## src/rtl/htd_pkg.sv

```systemverilog
// Package with the codes, constants and tap selection of the divider and timer block.
package htd_pkg;

    localparam logic [1:0] ACT_TICK  = 2'd0;
    localparam logic [1:0] ACT_WRITE = 2'd1;
    localparam logic [1:0] ACT_READ  = 2'd2;

    localparam logic [1:0] REG_DIV  = 2'd0;
    localparam logic [1:0] REG_TIMA = 2'd1;
    localparam logic [1:0] REG_TMA  = 2'd2;
    localparam logic [1:0] REG_TAC  = 2'd3;

    localparam logic [2:0] TAC_ENABLE_MASK = 3'h4;
    localparam logic [2:0] TAC_SELECT_MASK = 3'h3;
    localparam logic [7:0] TAC_CTRL_MASK   = 8'h07;
    localparam logic [7:0] TAC_READ_FILL   = 8'hF8;
    localparam logic [2:0] RELOAD_TICKS    = 3'd4;

    // Divider bit watched for each clock select code.
    localparam logic [3:0] TAP_POS [4] = '{4'd9, 4'd3, 4'd5, 4'd7};

    // Timer signal: the selected divider bit gated by the enable bit.
    function automatic logic timer_level(input logic [2:0] ctrl, input logic [15:0] div);
        logic [1:0] sel;
        sel = ctrl[1:0] & TAC_SELECT_MASK[1:0];
        return ((ctrl & TAC_ENABLE_MASK) != 3'd0) && div[TAP_POS[sel]];
    endfunction

endpackage

```

## src/rtl/handheld_timer_divider_top.sv

```systemverilog
// Top level of the divider and timer block: input stage, state update and result register.
//
// While o_ready is high, the block takes one item per cycle on the input channel
// (i_valid, o_ready) carrying an action (tick, register write or register read), a
// register select and a write byte. Every item yields exactly one result item on the
// output channel (o_valid, i_ready) carrying the read byte and the timer interrupt flag.
// An accepted item waits in the input register; once the result register is empty or
// being drained, it updates the divider, counter, modulo, control and reload state, and
// its result is loaded into the result register at the same edge. The whole state
// update is one short pass of logic, and the following item sees the state left by the
// previous one. When the receiver stalls, the result register holds its item and the
// input register still takes one more item; only when both are full does o_ready drop.
// Synchronous reset clears the timer state to zero and empties both stages.
module handheld_timer_divider_top
    import htd_pkg::*;
(
    input  logic       i_clk,
    input  logic       i_rst_n,
    input  logic       i_valid,
    output logic       o_ready,
    input  logic [1:0] i_action,
    input  logic [1:0] i_reg_sel,
    input  logic [7:0] i_write_value,
    output logic       o_valid,
    input  logic       i_ready,
    output logic [7:0] o_read_data,
    output logic       o_timer_irq
);

    // Input stage.
    logic       r_in_valid;
    logic [1:0] r_in_action;
    logic [1:0] r_in_sel;
    logic [7:0] r_in_value;

    // Result stage.
    logic       r_out_valid;
    logic [7:0] r_out_data;
    logic       r_out_irq;

    // Architectural state.
    logic [15:0] r_divider,   n_divider;
    logic [7:0]  r_counter,   n_counter;
    logic [7:0]  r_modulo,    n_modulo;
    logic [2:0]  r_control,   n_control;
    logic        r_last,      n_last;
    logic        r_pending,   n_pending;
    logic [2:0]  r_countdown, n_countdown;

    logic [7:0] n_data;
    logic       n_irq;
    logic       do_sample;
    logic       level;
    logic       advance;

    // The input item moves on when the result register is empty or being drained.
    assign advance = r_in_valid && (!r_out_valid || i_ready);
    assign o_ready = !r_in_valid || advance;

    always_comb begin
        n_divider   = r_divider;
        n_counter   = r_counter;
        n_modulo    = r_modulo;
        n_control   = r_control;
        n_last      = r_last;
        n_pending   = r_pending;
        n_countdown = r_countdown;
        n_data      = 8'd0;
        n_irq       = 1'b0;
        do_sample   = 1'b0;
        level       = 1'b0;

        if (advance) begin
            unique case (r_in_action)
                ACT_TICK: begin
                    // A queued reload counts down on ticks only and lands at zero.
                    if (r_pending) begin
                        n_countdown = r_countdown - 3'd1;
                        if (n_countdown == 3'd0) begin
                            n_counter = r_modulo;
                            n_irq     = 1'b1;
                            n_pending = 1'b0;
                        end
                    end
                    n_divider = r_divider + 16'd1;
                    do_sample = 1'b1;
                end
                ACT_WRITE: begin
                    unique case (r_in_sel)
                        REG_DIV: begin
                            n_divider = 16'd0;
                            do_sample = 1'b1;
                        end
                        REG_TIMA: begin
                            // Writing the counter during the delay cancels the reload.
                            if (r_countdown != 3'd0) begin
                                n_pending   = 1'b0;
                                n_countdown = 3'd0;
                            end
                            n_counter = r_in_value;
                        end
                        REG_TMA: begin
                            n_modulo = r_in_value;
                            if (r_countdown != 3'd0 && r_counter == 8'd0) begin
                                n_counter = r_in_value;
                            end
                        end
                        REG_TAC: begin
                            n_control = r_in_value[2:0] & TAC_CTRL_MASK[2:0];
                            do_sample = 1'b1;
                        end
                    endcase
                end
                ACT_READ: begin
                    unique case (r_in_sel)
                        REG_DIV:  n_data = r_divider[15:8];
                        REG_TIMA: n_data = r_counter;
                        REG_TMA:  n_data = r_modulo;
                        REG_TAC:  n_data = TAC_READ_FILL | {5'd0, r_control};
                    endcase
                end
                default: begin
                    // The unused action code leaves the state alone.
                end
            endcase

            // A falling edge of the timer signal bumps the counter; a wrap queues a reload.
            if (do_sample) begin
                level = timer_level(n_control, n_divider);
                if (n_last && !level) begin
                    n_counter = n_counter + 8'd1;
                    if (n_counter == 8'd0) begin
                        n_pending   = 1'b1;
                        n_countdown = RELOAD_TICKS;
                    end
                end
                n_last = level;
            end
        end
    end

    always_ff @(posedge i_clk) begin
        if (!i_rst_n) begin
            r_in_valid  <= 1'b0;
            r_out_valid <= 1'b0;
            r_divider   <= 16'd0;
            r_counter   <= 8'd0;
            r_modulo    <= 8'd0;
            r_control   <= 3'd0;
            r_last      <= 1'b0;
            r_pending   <= 1'b0;
            r_countdown <= 3'd0;
        end else begin
            if (o_ready) begin
                r_in_valid <= i_valid;
            end
            if (advance) begin
                r_out_valid <= 1'b1;
            end else if (i_ready) begin
                r_out_valid <= 1'b0;
            end
            r_divider   <= n_divider;
            r_counter   <= n_counter;
            r_modulo    <= n_modulo;
            r_control   <= n_control;
            r_last      <= n_last;
            r_pending   <= n_pending;
            r_countdown <= n_countdown;
        end
    end

    // Payload registers load on their stage's handshake and need no reset.
    always_ff @(posedge i_clk) begin
        if (i_valid && o_ready) begin
            r_in_action <= i_action;
            r_in_sel    <= i_reg_sel;
            r_in_value  <= i_write_value;
        end
        if (advance) begin
            r_out_data <= n_data;
            r_out_irq  <= n_irq;
        end
    end

    assign o_valid     = r_out_valid;
    assign o_read_data = r_out_data;
    assign o_timer_irq = r_out_irq;

endmodule

```

## config.mk

```make
export PLATFORM = sky130hd
export DESIGN_NAME = handheld_timer_divider_top
export DESIGN_NICKNAME = d
export VERILOG_FILES = /design/src/rtl/htd_pkg.sv /design/src/rtl/handheld_timer_divider_top.sv
export SDC_FILE = /design/constraint.sdc
export NUM_CORES = 1
export LEC_CHECK = 0
export BUFFER_PORTS_ARGS = -buffer_cell sky130_fd_sc_hd__buf_2
export CORE_ASPECT_RATIO = 0.75
export CORE_UTILIZATION = 24
export DETAILED_ROUTE_END_ITERATION = 8
export HOLD_SLACK_MARGIN = 0.06
export PLACE_DENSITY = 0.42
export SYNTH_ARGS = -nofsm -noshare
export SYNTH_HDL_FRONTEND = slang
export SYNTH_SLANG_ARGS = --single-unit
```

## constraint.sdc

```tcl
create_clock -name i_clk -period 3.12 [get_ports i_clk]
set_input_delay 0.468 -clock i_clk [delete_from_list [all_inputs] [get_ports i_clk]]
set_output_delay 0.468 -clock i_clk [all_outputs]
set_load 0.02 [all_outputs]
```

# [Yosys cells after proc, flatten, opt, wreduce, memory -nomap -nowiden]
# Index checks and enable logic that the tools add are counted.
[classes] n_addsub=3 order_cmp=2 eq_ne=5 mux=41 bitwise_logic=1 reduce_logical=21
[op_table] operator="8-bit 2-to-1 mux" n=6
[op_table] operator="16-bit 2-to-1 mux" n=2
[op_table] operator="16-bit one-hot mux with 2 select lines" n=1
[op_table] operator="8-bit one-hot mux with 2 select lines" n=2
[op_table] operator="8-bit one-hot mux with 4 select lines" n=1
[op_table] operator="3-bit 2-to-1 mux" n=9
[op_table] operator="16-bit by 1-bit adder with 16-bit output (second input constant)" n=1
[op_table] operator="8-bit logical NOT" n=2
[op_table] operator="1-bit 2-to-1 mux" n=13
[op_table] operator="8-bit by 1-bit adder with 8-bit output (second input constant)" n=1
[op_table] operator="4-bit binary-select mux with 2-bit select" n=1
[op_table] operator="4-bit 2-to-1 mux" n=2
[op_table] operator="2-bit equality test (second input constant)" n=3
[op_table] operator="3-bit one-hot mux with 2 select lines" n=1
[op_table] operator="1-bit logical AND" n=5
[op_table] operator="4-bit by 5-bit < comparator with 1-bit output (second input constant)" n=1
[op_table] operator="1-bit binary-select mux with 4-bit select" n=1
[op_table] operator="2-bit by 1-bit equality test with 1-bit output (second input constant)" n=2
[op_table] operator="2-bit logical NOT" n=2
[op_table] operator="1-bit one-hot mux with 2 select lines" n=2
[op_table] operator="2-bit AND reduction" n=2
[op_table] operator="3-bit >= comparator (second input constant)" n=1
[op_table] operator="1-bit logical NOT" n=3
[op_table] operator="3-bit logical NOT" n=1
[op_table] operator="7 further kinds" n=8
[totals] register_bits=63 in_bits=16 output_inout_bits=11 wordCells=87

# [Longest topological paths before layout]
# Gate-level depths: netlist of the first run.
[logic_depth] ltp_word=15 mapped_depth=13 ltp_nobuf=13

# [Least setup slack after synthesis of the first run]
# OpenSTA, ideal clock, no wires.
[synth_timing] path_type="register -> register" start="register r_countdown[0]" end="register r_countdown[0]" setup_time_ns=0.142 arrival_time_ns=2.665 required_ns=2.978 path_slack_ns=0.313 path_stages_with_launch=13 path_buffers=0 synth_period_minus_slack_ns=2.807 cell_sequence="dfxtp_1 > inv_1 > ha_1 > xor2_2 > o31ai_2 > o22ai_1 > a21oi_1 > ha_1 > nand2_1 > xnor2_1 > a41oi_1 > nor4_2 > o32ai_1"
[synth_via] elab_chain_len=11 word_cells_on_any_way=19 cone_classes="add/sub (2); mux (13); reduce/logical (4)"
[synth_lines] element="from (decl)" line="handheld_timer_divider_top.sv:48" source="logic [2:0] r_countdown, n_countdown;"
[synth_lines] element="from (signal assigned)" line="handheld_timer_divider_top.sv:168" source="r_countdown <= n_countdown;"
[synth_lines] element="3-bit by 1-bit subtractor with 3-bit output / 3-bit nonzero test (equally long branches)" line="handheld_timer_divider_top.sv:78, handheld_timer_divider_top.sv:96, handheld_timer_divider_top.sv:104"
[synth_lines] element="3-bit logical NOT / 1-bit logical AND (equally long branches)" line="handheld_timer_divider_top.sv:79, handheld_timer_divider_top.sv:104"
[synth_lines] element="8-bit 2-to-1 mux (on tied branches)" line="handheld_timer_divider_top.sv:79, handheld_timer_divider_top.sv:104"
[synth_lines] element="8-bit 2-to-1 mux / 8-bit one-hot mux with 2 select lines (equally long branches)" line="handheld_timer_divider_top.sv:77, handheld_timer_divider_top.sv:89"
[synth_lines] element="8-bit one-hot mux with 2 select lines" line="handheld_timer_divider_top.sv:74" source="unique case (r_in_action)"
[synth_lines] element="8-bit 2-to-1 mux" line="handheld_timer_divider_top.sv:73" source="if (advance) begin"
[synth_lines] element="8-bit by 1-bit adder with 8-bit output" line="handheld_timer_divider_top.sv:131" source="n_counter = n_counter + 8'd1;"
[synth_lines] element="8-bit logical NOT" line="handheld_timer_divider_top.sv:132" source="if (n_counter == 8'd0) begin"
[synth_lines] element="3-bit 2-to-1 mux" line="handheld_timer_divider_top.sv:132"
[synth_lines] element="3-bit 2-to-1 mux" line="handheld_timer_divider_top.sv:130" source="if (n_last && !level) begin"
[synth_lines] element="3-bit 2-to-1 mux *" line="handheld_timer_divider_top.sv:128" source="if (do_sample) begin"
# Mark *: on every way between the ends. The rest lies on a longest branch, timed or not. The select of a mux whose other input is x is not followed.
# A chain may end at the register's enable or synchronous reset.

# [Final worst setup path of the first run]
# Same ends and word-level chain as after synthesis.

==> run_results.csv, run 1 <==
group,metric,value,unit
outcome,outcome,"finished clean",
yosys,synth-edff-count,21,
global_routing,globalRoute.totalOverflow,0,
power_and_ir_drop,p_clk_frac,0.494,
clock_network,clk_pin_slew,0.06,ns
timing,fin_tns_setup,0,ns
timing,max_freq,0.340,GHz
power_and_ir_drop,power_density,479,nW/µm²
yosys,async_reset_ff_frac,0,
global_routing,grt_max_degree,27,
worst_setup_path,crit_type,"reg -> reg",
yosys,ys_ff_latch,63,
worst_setup_path,crit_path_cell_trace,"inv_1 -> ha_2 -> xor2_2 -> or4b_4 -> a21oi_4 -> nor2_1 -> a221oi_4 -> nand4_1 -> xor2_1 -> nor4_4 -> o32ai_1",
timing,finalCritPeriodShare,0.943,
clock_network,clock_path_buffers,2,
die,fp.coreArea,14700,µm²
yosys,synth_area,3660,µm²
route,wl_per_cell,16.7,µm
worst_setup_path,reg2reg_depth,11,
die,die_y,109,µm
power_and_ir_drop,seqPwrFrac,0.405,
yosys,synth_area_per_cell,8.45,µm²
timing,min_period,2.94,ns
timing,setup_viol,0,
clock_network,cts_tree,"done",
timing,tightest_slew,0.673,ns
cells_and_area,final_nets,511,
worst_setup_path,slowest_delay,0.53,ns
route,via_per_inst,4.98,
die,rows,38,
route,dr.pass1.iters,5,
timing,maxSlewViolCount,0,
cells_and_area,final_cell_mix,"nor2_1 (64), dfxtp_1 (40), a21oi_1 (37)",
cells_and_area,final_area,4620,µm²
hold_path,min_path_cells,1,
timing,relSlewSlack,0.551,
route,dr.max_layer_used,"met4",
global_routing,grt_pass1_vias,3309,
place,post_dp_cell_area,4160,µm²
clock_network,insertion_delay,0.34,ns
place,hpwlAfterDp,8430,µm
power_and_ir_drop,power.share.switching,0.252,
clock_network,htree_levels,3,
clock_network,clock-sinks,63,
cells_and_area,diodes,0,
worst_setup_path,crit_path_end_kind,"register",
timing,hold_viol,0,
yosys,syn_inst,433,
worst_setup_path,crit_fanout,6,
cells_and_area,final_common_cell,"nor2_1",
power_and_ir_drop,switching_power,558,µW
yosys,yosys_warnings,0,
die,die_w,145,µm
hold_path,min_path_type,"in -> reg",
power_and_ir_drop,p_comb_frac,0.100,
power_and_ir_drop,p_int,1.65,mW
route,wl_met3,822,µm
yosys,ys_types,66,
place,portBuffers,26,
timing,skew,0.00753,ns
route,route.detailed.drc,0,
yosys,syn-num-nets,459,
global_routing,antenna_found_initial,0,
route,wl_met1,5990,µm
die,num_io_pins,27,
route,final_antenna_net_count,0,
route,routed-wl-met2,4570,µm
power_and_ir_drop,total_power,2.21,mW
power_and_ir_drop,power.leakage,1.74,nW
route,drt_wl_total,11500,µm
die,start_util,0.249,
worst_setup_path,cp.arrival,3.15,ns
worst_setup_path,cp.required,3.33,ns
die,fp.dieArea,15700,µm²
global_routing,grtUsageTotal,0.159,
route,vias,3439,
cells_and_area,area_growth,26.3,%
yosys,seq_area_frac_synth,0.402,
yosys,dominantRegCellSynth,"dfxtp_1",
route,drt_iter0_markers,297,
worst_setup_path,start_kind,"register",
worst_setup_path,cp_slowest_cell,"or4b_4",
cells_and_area,drive_above_1_share,0.208,
global_routing,grt_pass1_wl,18400,µm
job,drv_cap,0,
power_and_ir_drop,ir_drop,0.224,mV
clock_network,cts-root-buf,"clkbuf_16",
place,gp_congestion,0.879,
clock_network,cts_buffers,9,
## registers in the layout, summed over array words and instances, names as in the netlist
name         cells
r_divider       16
r_counter        8
o_timer_irq      1
r_pending        1
r_last           1
r_in_action      2
r_modulo         8
r_in_value       8
r_in_valid       1
r_countdown      3
r_control        3
o_read_data      8
r_in_sel         2
o_valid          1
## layout make-up
class / count / area (µm²)
Fill cell: 1552 / 10100
Multi-Input combinational cell: 330 / 2110
Sequential cell: 63 / 1470
Timing Repair Buffer: 59 / 378
Tap cell: 200 / 250
Clock buffer: 9 / 225
Clock inverter: 7 / 97.6
Inverter: 22 / 82.6
## layer usage
layer | track usage | vias to the layer above
met3 | 0.0518 | 14
met5 | 0 | -
li1 | - | 1679
met4 | 0.0496 | 0
met2 | 0.221 | 112
met1 | 0.229 | 1634
## power groups by stage
stage               combinational [mW]  clock [mW]  sequential, mW
finish                           0.222        1.09           0.897
global placement                 0.207           0           0.914
CTS                              0.209        1.12           0.897
global route                     0.244        1.15           0.899
detailed placement               0.206           0           0.914
floorplan                        0.119           0           0.911
## worst paths after layout
kind	slack, ns	end	start
worst min-delay path	0.30	r_in_value[5]	i_write_value[5]
worst min register to register	0.52	r_modulo[6]	r_in_value[6]
worst max-delay path	0.18	r_countdown[0]	r_countdown[0]
worst max register to register	0.18	r_countdown[0]	r_countdown[0]
## what timing repair did
action / CTS / global route
hold buffers: 0 / 0
pin swaps: 0 / 8
endpoints found under the hold margin: 0 / 0
setup buffers: 0 / 7
gates resized for setup: 3 / 18
setup endpoints to repair: 4 / 6
## cell families (layout without fill, tap and decap cells)
kind of cell    after synthesis  in the layout  synth area share
simple gates                175            175             0.233
compound gates              118            118             0.218
flops                        63             63             0.402
buf+inv                      40             97            0.0438
xor+xnor                     19             19            0.0476
fa+ha+maj                    10             10            0.0342
mux                           8              8            0.0219
## stage by stage
| stage | utilization | std cells | hold slack (ns) | worst slack, ns |
|---|---|---|---|---|
| 6_report | 0.314 | 690 | 0.296 | 0.178 |
| 5_1_grt | 0.314 | 690 | 0.285 | -0.00733 |
| 2_1_floorplan | - | 433 | 0.463 | 0.313 |
| 4_1_cts | 0.306 | 683 | 0.284 | 0.0119 |
| 3_5_place_dp | 0.283 | 667 | 0.518 | -0.106 |
| 3_3_place_gp | 0.283 | 667 | 0.501 | 0.00765 |
## synthesized netlist by cell type (all sizes together) (2+ instances only)
library cell / instances / area [µm²]
o31ai: 2 / 20.0
clkbuf: 14 / 52.6
dfxtp: 42 / 841
a22oi: 3 / 22.5
a21oi: 41 / 213
mux2i: 8 / 80.1
a32oi: 4 / 35.0
nor2: 65 / 244
clkinv: 2 / 7.51
xnor2: 9 / 78.8
edfxtp: 21 / 631
or3: 3 / 18.8
o21ai: 23 / 115
a221oi: 8 / 87.6
xor2: 10 / 95.1
nand2: 34 / 128
nor3: 13 / 65.1
a31oi: 3 / 25.0
nand3: 17 / 85.1
o211ai: 2 / 15.0
inv: 20 / 75.1
nand4: 8 / 50.1
ha: 10 / 125
o22ai: 4 / 25.0
nor4: 5 / 37.5
nor2b: 4 / 25.0
nand2b: 5 / 31.3
a211oi: 9 / 72.6
buf: 4 / 25.0
a21o: 2 / 15.0
or4b: 2 / 23.8
and3: 5 / 36.3
and2: 7 / 46.3
o21a: 3 / 22.5
a222oi: 3 / 30.0
## worst max-delay path, delay by kind of cell (launching register included)
| family | cells | cell delay (ns) |
|---|---|---|
| flops | 1 | 0.36 |
| compound gates | 3 | 0.62 |
| buf+inv | 1 | 0.08 |
| simple gates | 4 | 1.16 |
| xor+xnor | 2 | 0.39 |
| fa+ha+maj | 1 | 0.22 |
Note: power is estimated with default switching activity, not from simulation.
==> inputs of run 2 (changes only) <==
--- a/config.mk
+++ b/config.mk
@@ -11,6 +11,7 @@
 export DETAILED_ROUTE_END_ITERATION = 8
 export HOLD_SLACK_MARGIN = 0.06
 export PLACE_DENSITY = 0.42
+export RECOVER_POWER = 25
 export SYNTH_ARGS = -nofsm -noshare
 export SYNTH_HDL_FRONTEND = slang
 export SYNTH_SLANG_ARGS = --single-unit
==> run 2 against run 1 <==
Against the previous run:
- critical path type unchanged
- maximum frequency up 0.22%
- clock skew grew 0.0057 ns
- critical path depth stayed put
- wire length up 0.30%
- register-to-register slack about the same
- sequential power about the same
- sequential cell count unchanged
==> run_results.csv, run 2 (synthesized netlist as in run 1, its figures left out) <==
group,metric,value,unit
worst_setup_path,crit_path_end_kind,"register",
timing,relSlewSlack,0.465,
cells_and_area,final_common_cell,"nor2_1",
timing,hold_viol,0,
die,fp.coreArea,14700,µm²
worst_setup_path,cp-endpoint,"r_countdown[0]",
global_routing,globalRoute.totalOverflow,0,
worst_setup_path,cp.required,3.33,ns
timing,min_period,2.94,ns
worst_setup_path,crit_family,"simple AND/OR/NAND/NOR gates",
worst_setup_path,path_depth,11,
clock_network,holdBufCountCts,0,
cells_and_area,fill_cells,1555,
timing,holdWs,0.290,ns
worst_setup_path,crit_path_cell_trace,"inv_1 -> ha_2 -> xor2_2 -> or4b_4 -> a21oi_4 -> nor2_1 -> a221oi_4 -> nand4_1 -> xor2_1 -> nor4_4 -> o32ai_1",
route,wl_per_cell,16.8,µm
die,num_io_pins,27,
worst_setup_path,r2r-start,"r_countdown[0]",
timing,fin_tns_setup,0,ns
place,gp_congestion,0.879,
worst_setup_path,critPathBufInv,1,
clock_network,cts_buffers,9,
place,portBuffers,26,
timing,skew,0.0132,ns
global_routing,grt_pass1_wl,18400,µm
cells_and_area,largest_register_ffs,16,
cells_and_area,final_cell_mix,"nor2_1 (64), dfxtp_1 (40), a21oi_1 (37)",
place,post_dp_cell_area,4160,µm²
die,rows,38,
timing,setup_viol,0,
timing,tightest_slew,0.802,ns
worst_setup_path,r2r_slack,0.18,ns
cells_and_area,drive_above_1_share,0.188,
cells_and_area,finalNonFillerCells,690,
clock_network,clk_pin_slew,0.06,ns
route,route.detailed.drc,0,
timing,setup_ws,0.184,ns
worst_setup_path,reg2reg_to,"r_countdown[0]",
timing,maxSlewViolCount,0,
cells_and_area,diodes,0,
route,final_antenna_net_count,0,
cells_and_area,final_util,0.314,
die,die_y,109,µm
clock_network,clock_path_buffers,2,
die,start_util,0.249,
die,fp.dieArea,15700,µm²
clock_network,htree_levels,3,
job,drv_cap,0,
timing,max_freq,0.341,GHz
global_routing,grtUsageTotal,0.159,
outcome,outcome,"finished clean",
power_and_ir_drop,power_density,481,nW/µm²
clock_network,clock-sinks,63,
place,hpwlAfterDp,8430,µm
worst_setup_path,crit_start,"r_countdown[0]",
global_routing,antenna_found_initial,0,
worst_setup_path,slowest_delay,0.53,ns
timing,finalCritPeriodShare,0.941,
route,dr.pass1.iters,6,
cells_and_area,area_growth,26.0,%
place,post-place-ws,-0.106,ns
cells_and_area,top_register,"r_divider",
route,via_per_inst,5.02,
power_and_ir_drop,total_power,2.21,mW
clock_network,insertion_delay,0.35,ns
worst_setup_path,start_kind,"register",
die,die_w,145,µm
worst_setup_path,cp_slowest_cell,"or4b_4",
power_and_ir_drop,power.leakage,1.71,nW
worst_setup_path,crit_type,"reg -> reg",
clock_network,cts_tree,"done",
cells_and_area,final_area,4610,µm²
route,drt_iter0_markers,318,
worst_setup_path,reg2reg_depth,11,
clock_network,cts-root-buf,"clkbuf_16",
hold_path,min_path_type,"in -> reg",
place,place_inst,667,
cells_and_area,final_nets,511,
power_and_ir_drop,ir_drop,0.227,mV
global_routing,grt_max_degree,27,
worst_setup_path,cp.arrival,3.15,ns
worst_setup_path,crit_fanout,6,
route,drt_wl_total,11600,µm
route,vias,3463,
global_routing,grt_pass1_vias,3309,
run 2: worst min path at each step:
stage | depth (start not counted) | start | slack, ns | endpoint
floorplan | 2 | r_counter[4] | 0.46 | r_counter[4]
global placement | 2 | r_last | 0.50 | r_last
detailed placement | 2 | r_in_value[6] | 0.52 | r_modulo[6]
CTS | 1 | i_write_value[5] | 0.28 | r_in_value[5]
global route | 1 | i_write_value[6] | 0.28 | r_in_value[6]
finish | 1 | i_write_value[5] | 0.29 | r_in_value[5]
run 2: power by group:
group | internal, mW | switching (mW)
sequential | 0.872 | 0.0248
combinational | 0.0809 | 0.140
clock | 0.700 | 0.397
run 2: timing repair:
action                                 4_1_cts  5_1_grt
endpoints found under the hold margin        0        0
setup buffers                                0        7
setup endpoints to repair                    4        6
resized for setup                            3       18
pin swaps                                    0        8
run 2: layout make-up:
class | instances | area, µm² | share of cell area
Clock buffer | 9 | 225 | 0.0489
Sequential cell | 63 | 1470 | 0.320
Clock inverter | 7 | 97.6 | 0.0212
Multi-Input combinational cell | 330 | 2110 | 0.458
Timing Repair Buffer | 59 | 365 | 0.0793
Tap cell | 200 | 250 | 0.0543
Inverter | 22 | 82.6 | 0.0179
run 2: per-layer routing:
| layer | wire length (µm) | vias up | global-route usage |
|---|---|---|---|
| li1 | - | 1677 | - |
| met1 | 5980 | 1644 | 0.229 |
| met2 | 4580 | 125 | 0.221 |
| met3 | 845 | 17 | 0.0518 |
| met4 | 157 | 0 | 0.0496 |
| met5 | 0 | - | 0 |
run 2: worst reg2reg max path, stage by stage (launching register included):
cell,delay (ns)
dfxtp_2,0.36
inv_1,0.08
ha_2,0.22
xor2_2,0.20
or4b_4,0.53
a21oi_4,0.17
nor2_1,0.10
a221oi_4,0.32
nand4_1,0.14
xor2_1,0.19
nor4_4,0.39
o32ai_1,0.13
==> inputs of run 3 (changes only) <==
--- a/config.mk
+++ b/config.mk
@@ -5,12 +5,12 @@
 export SDC_FILE = /design/constraint.sdc
 export NUM_CORES = 1
 export LEC_CHECK = 0
-export BUFFER_PORTS_ARGS = -buffer_cell sky130_fd_sc_hd__buf_2
 export CORE_ASPECT_RATIO = 0.75
 export CORE_UTILIZATION = 24
 export DETAILED_ROUTE_END_ITERATION = 8
+export DONT_BUFFER_PORTS = 1
 export HOLD_SLACK_MARGIN = 0.06
-export PLACE_DENSITY = 0.42
+export PLACE_DENSITY = 0.4
 export RECOVER_POWER = 25
 export SYNTH_ARGS = -nofsm -noshare
 export SYNTH_HDL_FRONTEND = slang
==> run 3 against run 2 <==
Against the previous run:
- cell count shrank 2.8%
- sequential cell count unchanged
- utilization is 0.89 points lower
- wire length grew 2.4%
- global-route usage up 0.23 points
- via count up 0.17%
- critical path type unchanged
- critical endpoint unchanged
- largest power group unchanged
==> run_results.csv, run 3 (synthesized netlist as in run 1, its figures left out) <==
group,metric,value,unit
worst_setup_path,slowest_delay,0.55,ns
die,fp.dieArea,15700,µm²
global_routing,globalRoute.totalOverflow,0,
worst_setup_path,critPathBufInv,2,
place,portBuffers,0,
cells_and_area,final_cell_mix,"nor2_1 (65), dfxtp_1 (41), buf_4 (40)",
die,die_y,109,µm
timing,finalCritPeriodShare,0.947,
cells_and_area,diodes,0,
worst_setup_path,path_depth,12,
worst_setup_path,reg2reg_depth,12,
route,drt_wl_total,11800,µm
route,wl_per_cell,17.7,µm
route,final_antenna_net_count,0,
worst_setup_path,crit_fanout,6,
worst_setup_path,cp_slowest_cell,"or4b_4",
outcome,outcome,"finished clean",
route,vias,3469,
cells_and_area,top_register,"r_divider",
timing,maxSlewViolCount,0,
power_and_ir_drop,power_density,453,nW/µm²
timing,holdWs,0.220,ns
worst_setup_path,cp.arrival,3.17,ns
global_routing,grt_max_degree,25,
power_and_ir_drop,ir_drop,0.223,mV
cells_and_area,area_growth,22.4,%
clock_network,htree_levels,3,
worst_setup_path,crit_start,"r_countdown[1]",
timing,setup_ws,0.165,ns
timing,min_period,2.95,ns
die,die_w,145,µm
route,via_per_inst,5.17,
place,post_dp_cell_area,4060,µm²
die,start_util,0.249,
clock_network,clk_pin_slew,0.06,ns
worst_setup_path,cp-endpoint,"r_countdown[0]",
worst_setup_path,crit_family,"simple AND/OR/NAND/NOR gates",
clock_network,cts_buffers,9,
worst_setup_path,cp.required,3.34,ns
job,drv_cap,0,
place,post-place-ws,0.0132,ns
die,num_io_pins,27,
clock_network,cts_tree,"done",
place,place_inst,645,
timing,relSlewSlack,0.546,
clock_network,clock-sinks,63,
place,hpwlAfterDp,8680,µm
cells_and_area,final_nets,492,
timing,hold_viol,0,
hold_path,min_path_type,"in -> reg",
cells_and_area,final_area,4480,µm²
global_routing,grtUsageTotal,0.162,
power_and_ir_drop,power.leakage,1.64,nW
global_routing,antenna_found_initial,0,
worst_setup_path,reg2reg_to,"r_countdown[0]",
clock_network,cts-root-buf,"clkbuf_16",
die,rows,38,
clock_network,insertion_delay,0.34,ns
worst_setup_path,crit_type,"reg -> reg",
worst_setup_path,r2r-start,"r_countdown[1]",
timing,setup_viol,0,
timing,skew,0.0101,ns
place,gp_congestion,0.829,
timing,tightest_slew,0.679,ns
worst_setup_path,crit_path_end_kind,"register",
route,route.detailed.drc,0,
clock_network,clock_path_buffers,2,
cells_and_area,drive_above_1_share,0.163,
cells_and_area,largest_register_ffs,16,
die,fp.coreArea,14700,µm²
timing,max_freq,0.338,GHz
route,dr.pass1.iters,5,
global_routing,grt_pass1_vias,3236,
worst_setup_path,r2r_slack,0.17,ns
cells_and_area,final_common_cell,"nor2_1",
global_routing,grt_pass1_wl,18600,µm
clock_network,holdBufCountCts,0,
cells_and_area,finalNonFillerCells,671,
power_and_ir_drop,total_power,2.03,mW
worst_setup_path,start_kind,"register",
route,drt_iter0_markers,333,
worst_setup_path,crit_path_cell_trace,"inv_1 -> ha_4 -> xor2_4 -> or4b_4 -> a21oi_4 -> o22ai_1 -> a221oi_4 -> nand4_1 -> xor2_1 -> nor4_2 -> buf_4 -> o32ai_1",
## run 3: per-layer routing
metal / vias to the layer above / global-route usage / share of wire
met5: - / 0 / 0
met4: 0 / 0.0444 / 0.016
met3: 18 / 0.0439 / 0.076
met2: 109 / 0.217 / 0.39
met1: 1696 / 0.246 / 0.52
li1: 1646 / - / -
## run 3: cell type report
| class | count | area [µm²] |
|---|---|---|
| clock inverter | 7 | 48.8 |
| tap | 200 | 250 |
| timing repair buffer | 40 | 300 |
| inverter | 22 | 82.6 |
| multi-input combinational | 330 | 2100 |
| sequential | 63 | 1470 |
| fill | 1554 | 10200 |
| clock buffer | 9 | 225 |
## run 3: worst min-delay path by stage
stage	start	end	slack [ns]	cells after the start
finish	i_write_value[3]	r_in_value[3]	0.22	0
global route	i_write_value[6]	r_in_value[6]	0.21	0
CTS	i_write_value[6]	r_in_value[6]	0.21	0
detailed placement	r_modulo[3]	r_modulo[3]	0.50	2
global placement	r_last	r_last	0.50	2
floorplan	r_counter[4]	r_counter[4]	0.46	2
## run 3: report_power, final
part           switching, mW  internal (mW)
logic                  0.127         0.0704
registers             0.0292          0.873
clock network          0.392          0.538
## run 3: stage by stage
step | TNS (ns) | utilization
final | 0 | 0.305
after global routing | -0.00595 | 0.305
after CTS | 0 | 0.296
after detailed placement | 0 | 0.276
after global placement | 0 | 0.276
after floorplan | 0 | -
## run 3: worst reg2reg max path, delay by kind of cell (launching register included)
kind	cells	cell delay, ns
buffers and inverters	2	0.28
AND/OR/NAND/NOR	3	0.96
AO/OA/AOI/OAI	4	0.68
adder cells (fa/ha/maj)	1	0.20
XOR/XNOR	2	0.36
flip-flops	1	0.35
## run 3: timing repair
action | CTS | global route
pin swaps | 1 | 6
hold endpoints to repair | 0 | 0
gates resized for setup | 1 | 12
endpoints found under the setup margin | 1 | 7
buffers inserted | 1 | 9
